### src/rtl/lr_pkg.sv
// package with shared types, constants and helpers of the line rasterizer
`timescale 1ns / 1ps

package lr_pkg;

  localparam int COORD_W    = 9;
  localparam int ERR_W      = 12;
  localparam int FRAME_SIZE = 512;
  localparam int CMDQ_AW    = 1;
  localparam int CMDQ_DEPTH = 1 << CMDQ_AW;

  localparam logic REQ_START = 1'b0;
  localparam logic REQ_STEP  = 1'b1;

  typedef logic [COORD_W-1:0] coord_t;

  typedef struct packed {
    logic                    start;
    coord_t                  major_pos;
    coord_t                  major_end;
    coord_t                  minor_pos;
    coord_t                  major_delta;
    coord_t                  minor_delta;
    logic                    minor_down;
    logic                    axes_swapped;
    logic signed [ERR_W-1:0] error_init;
  } cmd_t;

  function automatic coord_t clip_coord(input coord_t v);
    logic [COORD_W+3:0] wide;
    wide = {4'b0, v};
    if (wide >= (COORD_W+4)'(FRAME_SIZE)) begin
      return COORD_W'(FRAME_SIZE - 1);
    end
    return v;
  endfunction

endpackage

### src/rtl/lr_front.sv
// front end: classifies requests and sets up a line from its endpoints
`timescale 1ns / 1ps

module lr_front (
  input  logic           req_type,
  input  lr_pkg::coord_t from_x,
  input  lr_pkg::coord_t from_y,
  input  lr_pkg::coord_t to_x,
  input  lr_pkg::coord_t to_y,
  output lr_pkg::cmd_t   cmd
);

  lr_pkg::coord_t fx, fy, tx, ty;
  lr_pkg::coord_t adx, ady;
  lr_pkg::coord_t mj0, mj1, mn0, mn1;
  logic           y_major;
  logic           down;
  lr_pkg::coord_t mn_delta;

  always_comb begin
    fx = lr_pkg::clip_coord(from_x);
    fy = lr_pkg::clip_coord(from_y);
    tx = lr_pkg::clip_coord(to_x);
    ty = lr_pkg::clip_coord(to_y);
    adx = (fx > tx) ? fx - tx : tx - fx;
    ady = (fy > ty) ? fy - ty : ty - fy;
    y_major = !(ady < adx);
    if (!y_major) begin
      if (fx > tx) begin
        mj0 = tx; mj1 = fx; mn0 = ty; mn1 = fy;
      end else begin
        mj0 = fx; mj1 = tx; mn0 = fy; mn1 = ty;
      end
    end else begin
      if (fy > ty) begin
        mj0 = ty; mj1 = fy; mn0 = tx; mn1 = fx;
      end else begin
        mj0 = fy; mj1 = ty; mn0 = fx; mn1 = tx;
      end
    end
    down     = mn1 < mn0;
    mn_delta = down ? mn0 - mn1 : mn1 - mn0;

    cmd.start        = (req_type == lr_pkg::REQ_START);
    cmd.major_pos    = mj0;
    cmd.major_end    = mj1;
    cmd.minor_pos    = mn0;
    cmd.major_delta  = mj1 - mj0;
    cmd.minor_delta  = mn_delta;
    cmd.minor_down   = down;
    cmd.axes_swapped = y_major;
    cmd.error_init   = {2'b0, mn_delta, 1'b0} - {3'b0, (mj1 - mj0)};
  end

endmodule

### src/rtl/lr_cmd_queue.sv
// short command queue between the front end and the pixel stepper
`timescale 1ns / 1ps

module lr_cmd_queue (
  input  logic         clk,
  input  logic         rst_n,
  input  logic         wr_en,
  input  lr_pkg::cmd_t wr_cmd,
  output logic         q_full,
  input  logic         rd_en,
  output lr_pkg::cmd_t rd_cmd,
  output logic         q_valid
);

  lr_pkg::cmd_t                mem_r [lr_pkg::CMDQ_DEPTH];
  logic [lr_pkg::CMDQ_AW-1:0]  wr_ptr_r, wr_ptr_nxt;
  logic [lr_pkg::CMDQ_AW-1:0]  rd_ptr_r, rd_ptr_nxt;
  logic [lr_pkg::CMDQ_AW:0]    count_r, count_nxt;
  logic                        do_wr, do_rd;

  assign q_full  = (count_r == (lr_pkg::CMDQ_AW+1)'(lr_pkg::CMDQ_DEPTH));
  assign q_valid = (count_r != '0);
  assign rd_cmd  = mem_r[rd_ptr_r];
  assign do_wr   = wr_en && !q_full;
  assign do_rd   = rd_en && q_valid;

  always_comb begin
    wr_ptr_nxt = do_wr ? wr_ptr_r + 1'b1 : wr_ptr_r;
    rd_ptr_nxt = do_rd ? rd_ptr_r + 1'b1 : rd_ptr_r;
    count_nxt  = count_r;
    if (do_wr && !do_rd) begin
      count_nxt = count_r + 1'b1;
    end else if (do_rd && !do_wr) begin
      count_nxt = count_r - 1'b1;
    end
  end

  always_ff @(posedge clk) begin
    if (!rst_n) begin
      wr_ptr_r <= '0;
      rd_ptr_r <= '0;
      count_r  <= '0;
    end else begin
      wr_ptr_r <= wr_ptr_nxt;
      rd_ptr_r <= rd_ptr_nxt;
      count_r  <= count_nxt;
    end
  end

  always_ff @(posedge clk) begin
    if (do_wr) begin
      mem_r[wr_ptr_r] <= wr_cmd;
    end
  end

endmodule

### src/rtl/lr_back.sv
// back end: line state, bresenham stepping and the result register
`timescale 1ns / 1ps

module lr_back (
  input  logic           clk,
  input  logic           rst_n,
  input  logic           cmd_valid,
  input  lr_pkg::cmd_t   cmd,
  output logic           cmd_take,
  output logic           empty,
  input  logic           pop,
  output logic           out_pixel_valid,
  output lr_pkg::coord_t out_pixel_x,
  output lr_pkg::coord_t out_pixel_y,
  output logic           out_line_done
);

  logic                            active_r, active_nxt;
  lr_pkg::coord_t                  major_pos_r, major_pos_nxt;
  lr_pkg::coord_t                  major_end_r, major_end_nxt;
  lr_pkg::coord_t                  minor_pos_r, minor_pos_nxt;
  lr_pkg::coord_t                  major_delta_r, major_delta_nxt;
  lr_pkg::coord_t                  minor_delta_r, minor_delta_nxt;
  logic                            minor_down_r, minor_down_nxt;
  logic                            axes_swapped_r, axes_swapped_nxt;
  logic signed [lr_pkg::ERR_W-1:0] error_r, error_nxt;

  logic                            out_full_r, out_full_nxt;
  logic                            pix_valid_r, pix_valid_nxt;
  lr_pkg::coord_t                  pix_x_r, pix_x_nxt;
  lr_pkg::coord_t                  pix_y_r, pix_y_nxt;
  logic                            done_r, done_nxt;

  logic                            emit;
  logic                            last;

  assign cmd_take        = cmd_valid && (!out_full_r || pop);
  assign empty           = !out_full_r;
  assign out_pixel_valid = pix_valid_r;
  assign out_pixel_x     = pix_x_r;
  assign out_pixel_y     = pix_y_r;
  assign out_line_done   = done_r;

  always_comb begin
    // a start transaction loads the line, a step uses the held line
    if (cmd.start) begin
      major_pos_nxt    = cmd.major_pos;
      major_end_nxt    = cmd.major_end;
      minor_pos_nxt    = cmd.minor_pos;
      major_delta_nxt  = cmd.major_delta;
      minor_delta_nxt  = cmd.minor_delta;
      minor_down_nxt   = cmd.minor_down;
      axes_swapped_nxt = cmd.axes_swapped;
      error_nxt        = cmd.error_init;
    end else begin
      major_pos_nxt    = major_pos_r;
      major_end_nxt    = major_end_r;
      minor_pos_nxt    = minor_pos_r;
      major_delta_nxt  = major_delta_r;
      minor_delta_nxt  = minor_delta_r;
      minor_down_nxt   = minor_down_r;
      axes_swapped_nxt = axes_swapped_r;
      error_nxt        = error_r;
    end
    active_nxt = active_r;
    emit       = cmd_take && (cmd.start || active_r);
    last       = (major_pos_nxt == major_end_nxt);

    pix_valid_nxt = pix_valid_r;
    pix_x_nxt     = pix_x_r;
    pix_y_nxt     = pix_y_r;
    done_nxt      = done_r;

    if (cmd_take) begin
      pix_valid_nxt = emit;
      pix_x_nxt     = '0;
      pix_y_nxt     = '0;
      done_nxt      = 1'b0;
      if (emit) begin
        pix_x_nxt  = axes_swapped_nxt ? minor_pos_nxt : major_pos_nxt;
        pix_y_nxt  = axes_swapped_nxt ? major_pos_nxt : minor_pos_nxt;
        done_nxt   = last;
        active_nxt = !last;
        if (!last) begin
          if (error_nxt > 0) begin
            minor_pos_nxt = minor_down_nxt ? minor_pos_nxt - 1'b1 : minor_pos_nxt + 1'b1;
            error_nxt     = error_nxt + ({2'b0, minor_delta_nxt, 1'b0}
                                         - {2'b0, major_delta_nxt, 1'b0});
          end else begin
            error_nxt = error_nxt + {2'b0, minor_delta_nxt, 1'b0};
          end
          major_pos_nxt = major_pos_nxt + 1'b1;
        end
      end
    end

    if (!emit) begin
      major_pos_nxt    = major_pos_r;
      major_end_nxt    = major_end_r;
      minor_pos_nxt    = minor_pos_r;
      major_delta_nxt  = major_delta_r;
      minor_delta_nxt  = minor_delta_r;
      minor_down_nxt   = minor_down_r;
      axes_swapped_nxt = axes_swapped_r;
      error_nxt        = error_r;
    end

    out_full_nxt = cmd_take || (out_full_r && !pop);
  end

  always_ff @(posedge clk) begin
    if (!rst_n) begin
      active_r       <= 1'b0;
      major_pos_r    <= '0;
      major_end_r    <= '0;
      minor_pos_r    <= '0;
      major_delta_r  <= '0;
      minor_delta_r  <= '0;
      minor_down_r   <= 1'b0;
      axes_swapped_r <= 1'b0;
      error_r        <= '0;
      out_full_r     <= 1'b0;
    end else begin
      active_r       <= active_nxt;
      major_pos_r    <= major_pos_nxt;
      major_end_r    <= major_end_nxt;
      minor_pos_r    <= minor_pos_nxt;
      major_delta_r  <= major_delta_nxt;
      minor_delta_r  <= minor_delta_nxt;
      minor_down_r   <= minor_down_nxt;
      axes_swapped_r <= axes_swapped_nxt;
      error_r        <= error_nxt;
      out_full_r     <= out_full_nxt;
    end
  end

  always_ff @(posedge clk) begin
    pix_valid_r <= pix_valid_nxt;
    pix_x_r     <= pix_x_nxt;
    pix_y_r     <= pix_y_nxt;
    done_r      <= done_nxt;
  end

endmodule

### src/rtl/line_rasterizer.sv
// top level of the bresenham line rasterizer
//
//   channel   ports                                         transaction when
//   request   push, full, in_req_type, in_from_*, in_to_*   push && !full
//   pixel     empty, pop, out_pixel_*, out_line_done        pop && !empty
//
// one pixel per cycle sustained while pop keeps up; a request goes from the
// command queue to the pixel register. the stepper's add and compare on the
// error term sets that rate. synchronous active low reset leaves the block
// idle. a stalled pixel output fills the two-entry command queue, then full
// rises; requests keep flowing while a pixel waits for pop.
`timescale 1ns / 1ps

module line_rasterizer (
  input  logic           clk,
  input  logic           rst_n,
  input  logic           push,
  output logic           full,
  input  logic           in_req_type,
  input  lr_pkg::coord_t in_from_x,
  input  lr_pkg::coord_t in_from_y,
  input  lr_pkg::coord_t in_to_x,
  input  lr_pkg::coord_t in_to_y,
  output logic           empty,
  input  logic           pop,
  output logic           out_pixel_valid,
  output lr_pkg::coord_t out_pixel_x,
  output lr_pkg::coord_t out_pixel_y,
  output logic           out_line_done
);

  lr_pkg::cmd_t front_cmd;
  lr_pkg::cmd_t q_cmd;
  logic         q_valid;
  logic         q_take;

  lr_front u_front (
    .req_type (in_req_type),
    .from_x   (in_from_x),
    .from_y   (in_from_y),
    .to_x     (in_to_x),
    .to_y     (in_to_y),
    .cmd      (front_cmd)
  );

  lr_cmd_queue u_queue (
    .clk     (clk),
    .rst_n   (rst_n),
    .wr_en   (push),
    .wr_cmd  (front_cmd),
    .q_full  (full),
    .rd_en   (q_take),
    .rd_cmd  (q_cmd),
    .q_valid (q_valid)
  );

  lr_back u_back (
    .clk             (clk),
    .rst_n           (rst_n),
    .cmd_valid       (q_valid),
    .cmd             (q_cmd),
    .cmd_take        (q_take),
    .empty           (empty),
    .pop             (pop),
    .out_pixel_valid (out_pixel_valid),
    .out_pixel_x     (out_pixel_x),
    .out_pixel_y     (out_pixel_y),
    .out_line_done   (out_line_done)
  );

endmodule

### config.mk
export PLATFORM = sky130hd
export DESIGN_NAME = line_rasterizer
export DESIGN_NICKNAME = d
export VERILOG_FILES = /design/src/rtl/lr_pkg.sv /design/src/rtl/lr_front.sv /design/src/rtl/lr_cmd_queue.sv /design/src/rtl/lr_back.sv /design/src/rtl/line_rasterizer.sv
export SDC_FILE = /design/constraint.sdc
export NUM_CORES = 1
export LEC_CHECK = 0
export ABC_AREA = 1
export BUFFER_PORTS_ARGS = -buffer_cell sky130_fd_sc_hd__buf_2
export CORE_UTILIZATION = 45
export CTS_CLUSTER_DIAMETER = 50
export DETAILED_ROUTE_END_ITERATION = 8
export HOLD_SLACK_MARGIN = 0.1
export PLACE_DENSITY = 0.64
export SETUP_SLACK_MARGIN = 0.1
export SYNTH_ARGS = -nofsm -noshare
export SYNTH_HDL_FRONTEND = slang
export SYNTH_HIERARCHICAL = 1
export SYNTH_SLANG_ARGS = --single-unit
export TNS_END_PERCENT = 20
### constraint.sdc
create_clock -name clk -period 7.5 [get_ports clk]
set_clock_uncertainty 0.2 [all_clocks]
set_input_delay 0.75 -clock clk [delete_from_list [all_inputs] [get_ports clk]]
set_output_delay 0.75 -clock clk [all_outputs]
set_load 0.02 [all_outputs]
### Word-level counts from Yosys, hierarchy flattened

Memories as Yosys holds them, arrays and structs flattened. A register that Yosys moved wholly into a read port is not among the register bits.
Cells that the tools add are included.

| word-level totals | value |
|---|---|
| register bits | 85 |
| latch bits | 0 |
| memory bits (writable) | 120 |
| ROM bits | 0 |
| input port bits | 41 |
| output and inout bits | 22 |
| memories kept | 1 |

Memory list:

| name | depth | width | read ports | clocked after memory_dff | write ports | RTL line | source |
|---|---|---|---|---|---|---|---|
| u_queue.mem_r | 2 | 60 | 1 | 1 | 1 | lr_cmd_queue.sv:15 | `lr_pkg::cmd_t mem_r [lr_pkg::CMDQ_DEPTH];` |

| operators by class | value |
|---|---|
| add/sub/neg operators | 18 |
| $mul | 0 |
| div/mod/pow operators | 0 |
| order comparisons | 5 |
| eq/ne operators | 2 |
| shifts and indexed selects | 0 |
| multiplexer cells | 40 |
| bitwise operators | 1 |
| reduce and logical (&&, ||, !) cells | 20 |

Operators with widths:

| cell | number |
|---|---|
| $mux W9 | 28 |
| $sub A9 B9 Y9 | 7 |
| $mux W12 | 4 |
| $add A9 B1 Y9 const B | 2 |
| $gt A9 B9 Y1 | 2 |
| $lt A9 B9 Y1 | 2 |
| $add A12 B10 Y12 | 1 |
| $add A12 B12 Y12 | 1 |
| $gt A12 B1 Y1 const B | 1 |
| $sub A10 B10 Y11 | 1 |
| $sub A10 B9 Y11 | 1 |
| $eq A9 B9 Y1 | 1 |
| $sub A9 B1 Y9 const B | 1 |
| $logic_and A1 B1 Y1 | 7 |
| $logic_not A1 Y1 | 7 |
| $mux W1 | 6 |
| $mux W2 | 2 |
| $reduce_bool A2 Y1 | 2 |
| $logic_or A1 B1 Y1 | 3 |
| $add A1 B1 Y1 const B | 2 |
| $add A2 B1 Y2 const B | 1 |
| $eq A2 B2 Y1 const B | 1 |
| $reduce_and A2 Y1 | 1 |
| $sub A2 B1 Y2 const B | 1 |
| $not A1 Y1 | 1 |

### Logic depth before layout (Yosys ltp)

| logic depth | value |
|---|---|
| depth after elaboration | 7 |
| mapped depth | 46 |

### Modules after synthesis

The synthesis kept the hierarchy.

By module, submodules not included:

| module | instances | cells each | area each (um^2) | sequential area each (um^2) |
|---|---|---|---|---|
| lr_back | 1 | 919 | 5957.0 | 1821.7 |
| lr_cmd_queue | 1 | 224 | 4880.9 | 3703.6 |
| lr_front | 1 | 781 | 4541.9 | 0.0 |

### Least setup slack after synthesis

OpenSTA, ideal clock, no wires.

| path | value |
|---|---|
| path type | in2reg |
| from | in in_from_x[2] |
| to | mem u_queue/mem_r[0][11] in the netlist's numbering, data pin |
| library setup time | 0.127 ns |
| arrival time | 6.183 ns |
| required time | 7.173 ns |
| setup slack | 0.990 ns |
| stages | 41 |
| cells stage by stage | inv_1 > ha_1 > buf_2 > a21oi_1 > o21ai_1 > nand2_1 > nand3_2 > nand2_2 > inv_1 > buf_4 > nand2_1 > nand2_1 > xnor2_1 > ha_1 > a21oi_1 > o21ai_0 > nand2_1 > nand3_1 > [... 5 more ...] > inv_1 > ha_1 > nand2_1 > inv_1 > a21oi_2 > nand3_1 > buf_4 > o21ai_0 > xor2_1 > ha_1 > nand2_1 > nor2_1 > a211oi_1 > nor2_1 > nand3_1 > nand2_1 > a21oi_1 > buf_4 |

RTL lines:

| element | RTL line | source |
|---|---|---|
| start, declared | line_rasterizer.sv:20 | `input lr_pkg::coord_t in_from_x,` |
| end, declared | lr_cmd_queue.sv:15 |  |

==> results by group <==
Status
  • Outcome: complete, no violations

Clock tree
  • Post_cts resized: 0
  • CTS max path bufs: 3
  • Clock H-tree levels: 1
  • Root Driver: clkbuf_16
  • Clk Latency, worst-skew pair: ~0.50 ns
  • CTS tree: done
  • Inserted Clock Buffers: 23
  • Hold Buf Count CTS: 0
  • Setup bufs post-CTS: 0
  • Clock slew at reported path FFs: about 0.06 ns
  • CTS sink count: slightly above 200

Global route
  • M3 GR Usage: 0.0268
  • Number of global-route vias before repair: 12.0k
  • GR met2 Demand/Resource: 0.356
  • Largest net degree at the start of global routing: about 70
  • Antenna violations before repair: 4
  • GR Util met1: 0.294
  • GR Overflow Total: 0
  • Global-route wire length before repair: about 60000 um
  • Global router's overall resource usage: 0.216
  • Busiest grt layer: met2

Critical path
  • Worst Path Max Fanout: 47
  • Crit Path Class: input pin to flip-flop
  • Crit path buffers/inverters: 7
  • Top Family by Delay on Critical Path: simple AND/OR/NAND/NOR gates
  • Critical path's slowest cell: xor2_1
  • Slowest Stage Delay on Critical Path: about 0.47 ns
  • Arr. time, crit path: 6.85 ns
  • Startpoint type of the worst setup path: input pin
  • CP Capture Type: flip-flop
  • Most repeated library cell on the critical path: nand2_1
  • Worst Path Required: roughly 7.5 ns

Cells and area
  • Final Core Density: 0.494
  • Layout cell share with drive strength beyond 1: 0.125
  • Fin area: 0.0166 mm2
  • Synthesis-to-layout area growth: 8.05%
  • Layout Cells excl Fill: around 2.4k
  • Nets: between 2k and 2.5k

Placement
  • Post-DP Area: 0.0158 mm2
  • HPWL Detailed: between 20000 and 30000 um
  • DP Cell Count: 2366
  • Port bufs: 62
  • Routability cong.: 0.933

STA
  • Final setup viols: 0
  • Fmax: 147 MHz
  • Final Hold Fails: 0
  • Count of final max-slew check failures: 0
  • Final period util: 0.908
  • Unrepaired setup endpoints after global routing: no
  • Setup TNS: 0 ns
  • Slew @ Worst Pin: between 1 and 1.5 ns
  • Min Tclk post-route: about 6.8 ns
  • Rel. slew slack: 0.252

Routing
  • Routed wire per std cell: around 16 um
  • DRT Pass-1 Iters: 6
  • DRC viols: 0
  • Via count: between 10k and 15k
  • Vias per cell: 5.34
  • Routed Antenna Nets: 0
  • DRT iter0 DRCs: between 1k and 1.5k
  • Final WL: just under 40000 um

Synthesis
  • EDFF count, synth: 140
  • Synth warn: 6
  • Post-synth ARST share: 0
  • Netlist cell types: 50
  • Post-Syn Area per Cell: approximately 8.0 um2
  • Seq/Total Area, Yosys: 0.359
  • Synthesis-stage register bit count: slightly above 200
  • Syn Inst Count: roughly 1.9k
  • Mapped Area: between 0.015 and 0.02 mm2
  • Most used DFF post-synth: edfxtp_1
  • Net Count, Synth: 2081

Floorplanning
  • Chip Width: 187 um
  • Initial Util: 0.458
  • Die ar.: about 0.035 mm2
  • Top Ports: 63
  • Die H: approximately 190 um
  • Core footprint: between 0.03 and 0.04 mm2
  • Floorplan row count: 67

Job
  • MaxCap Viol Count: 0

Min path
  • HP Class: flip-flop to flip-flop
==> cells in the mapped netlist (5+ instances only) <==
cell      instances  share of area
a21o_1            6         0.0029
a21oi_1         187          0.061
a31oi_1           6         0.0024
buf_12            6         0.0078
buf_2            19         0.0062
buf_4            15         0.0073
buf_6            13         0.0095
clkbuf_1         29         0.0071
dfxtp_1          66          0.086
edfxtp_1        140           0.27
fa_1             11          0.014
ha_1            105          0.085
inv_1           265          0.065
inv_2             5         0.0012
mux2_4           60          0.059
nand2_1         468           0.11
nand2_2           5         0.0020
nand3_1          75          0.024
nand4_1          15         0.0061
nor2_1           68          0.017
nor2_2           10         0.0041
o211ai_1         20         0.0098
o21a_1            5         0.0024
o21ai_0         132          0.043
o21ai_1          59          0.019
o21ai_2           7         0.0040
o21bai_1          8         0.0039
o221ai_1          5         0.0028
o22ai_1           8         0.0033
or2_2            17         0.0069
xnor2_1          18          0.010
xor2_1           37          0.021
==> worst min-delay path, cell delays in order (launching register included) <==
cell and delay [ns]:
dfxtp_1 0.30, inv_1 0.06, a21oi_1 0.05
==> worst paths after layout <==
path	startpoint	endpoint	slack [ns]	depth (start not counted)
max	in_from_y[7]	u_queue/mem_r[0][8]$_DFFE_PP_	0.69	35
min	u_back/major_delta_r[7]$_SDFFE_PN0P_	u_back/major_delta_r[7]$_SDFFE_PN0P_	0.25	2
max reg2reg	flip-flop	u_back/error_r[11]$_SDFFE_PN0P_	2.07	21
min reg2reg	u_back/major_delta_r[7]$_SDFFE_PN0P_	u_back/major_delta_r[7]$_SDFFE_PN0P_	0.25	2
==> per-stage QoR <==
| step | hold slack, ns | setup WS (ns) |
|---|---|---|
| after global routing | 0.267 | 0.132 |
| after CTS | 0.250 | 0.565 |
| final | 0.248 | 0.689 |
| after floorplan | 0.224 | 0.990 |
| after global placement | 0.234 | 0.130 |
| after detailed placement | 0.241 | 0.0574 |
==> cell usage in the layout, fill, tap and decap left out, drive strengths merged <==
cell,instances
o21bai,8
fa,11
or2,17
a21boi,2
clkbuf,28
buf,81
a21oi,189
ha,105
a21o,6
a31oi,6
inv,274
bufinv,2
diode,2
dfxtp,66
mux2,60
nor2,79
o21ai,199
o2111ai,1
clkinvlp,2
clkinv,6
nand4,15
a211oi,3
o21a,5
o211ai,20
o31ai,1
xor2,37
nor3,5
nand3b,1
nand3,78
o221ai,5
xnor2,18
o311ai,1
mux2i,4
nand2,476
edfxtp,140
o22ai,8
==> state kept, by name, summed over array words and instances (netlist names), named ones only <==
name / flops
u_back/out_pixel_valid: 1
u_queue/wr_ptr_r: 1
u_back/major_end_r: 9
u_queue/mem_r: 120
u_back/minor_down_r: 1
u_back/major_delta_r: 9
u_back/minor_pos_r: 9
u_back/major_pos_r: 9
u_back/out_line_done: 1
u_back/error_r: 12
u_back/out_full_r: 1
u_back/out_pixel_x: 9
u_back/out_pixel_y: 9
u_back/axes_swapped_r: 1
u_back/minor_delta_r: 9
u_back/active_r: 1
u_queue/count_r: 2
u_queue/rd_ptr_r: 1
==> metal layers <==
metal / vias to the layer above / routed length, um
met2: 422 / 17600
met3: 71 / 2300
met4: 4 / 1170
met1: 5933 / 17400
li1: 6427 / -
met5: - / 27
==> cell type report <==
class | instances | area [um2]
Inverter | 271 | 1020
Fill cell | 3226 | 17000
Clock inverter | 13 | 131
Multi-Input combinational cell | 1360 | 8280
Antenna cell | 2 | 5.00
Timing Repair Buffer | 81 | 478
Tap cell | 448 | 561
Clock buffer | 28 | 614
Sequential cell | 206 | 5530
==> logic make-up (layout without fill, tap and decap cells) <==
| logic type | Yosys count | after routing | synth area share |
|---|---|---|---|
| and+or+nand+nor | 671 | 671 | 0.182 |
| AOI/OAI and AO/OA | 454 | 454 | 0.161 |
| buffers and inverters | 358 | 393 | 0.106 |
| DFF | 206 | 206 | 0.359 |
| adders and majority gates | 116 | 116 | 0.0997 |
| muxes | 64 | 64 | 0.0612 |
| xor gates and xnor gates | 55 | 55 | 0.0313 |
| other | 0 | 2 | 0 |
Power is not shown: default switching activity piles up to over one toggle a cycle in this logic, so the estimate is an artifact.
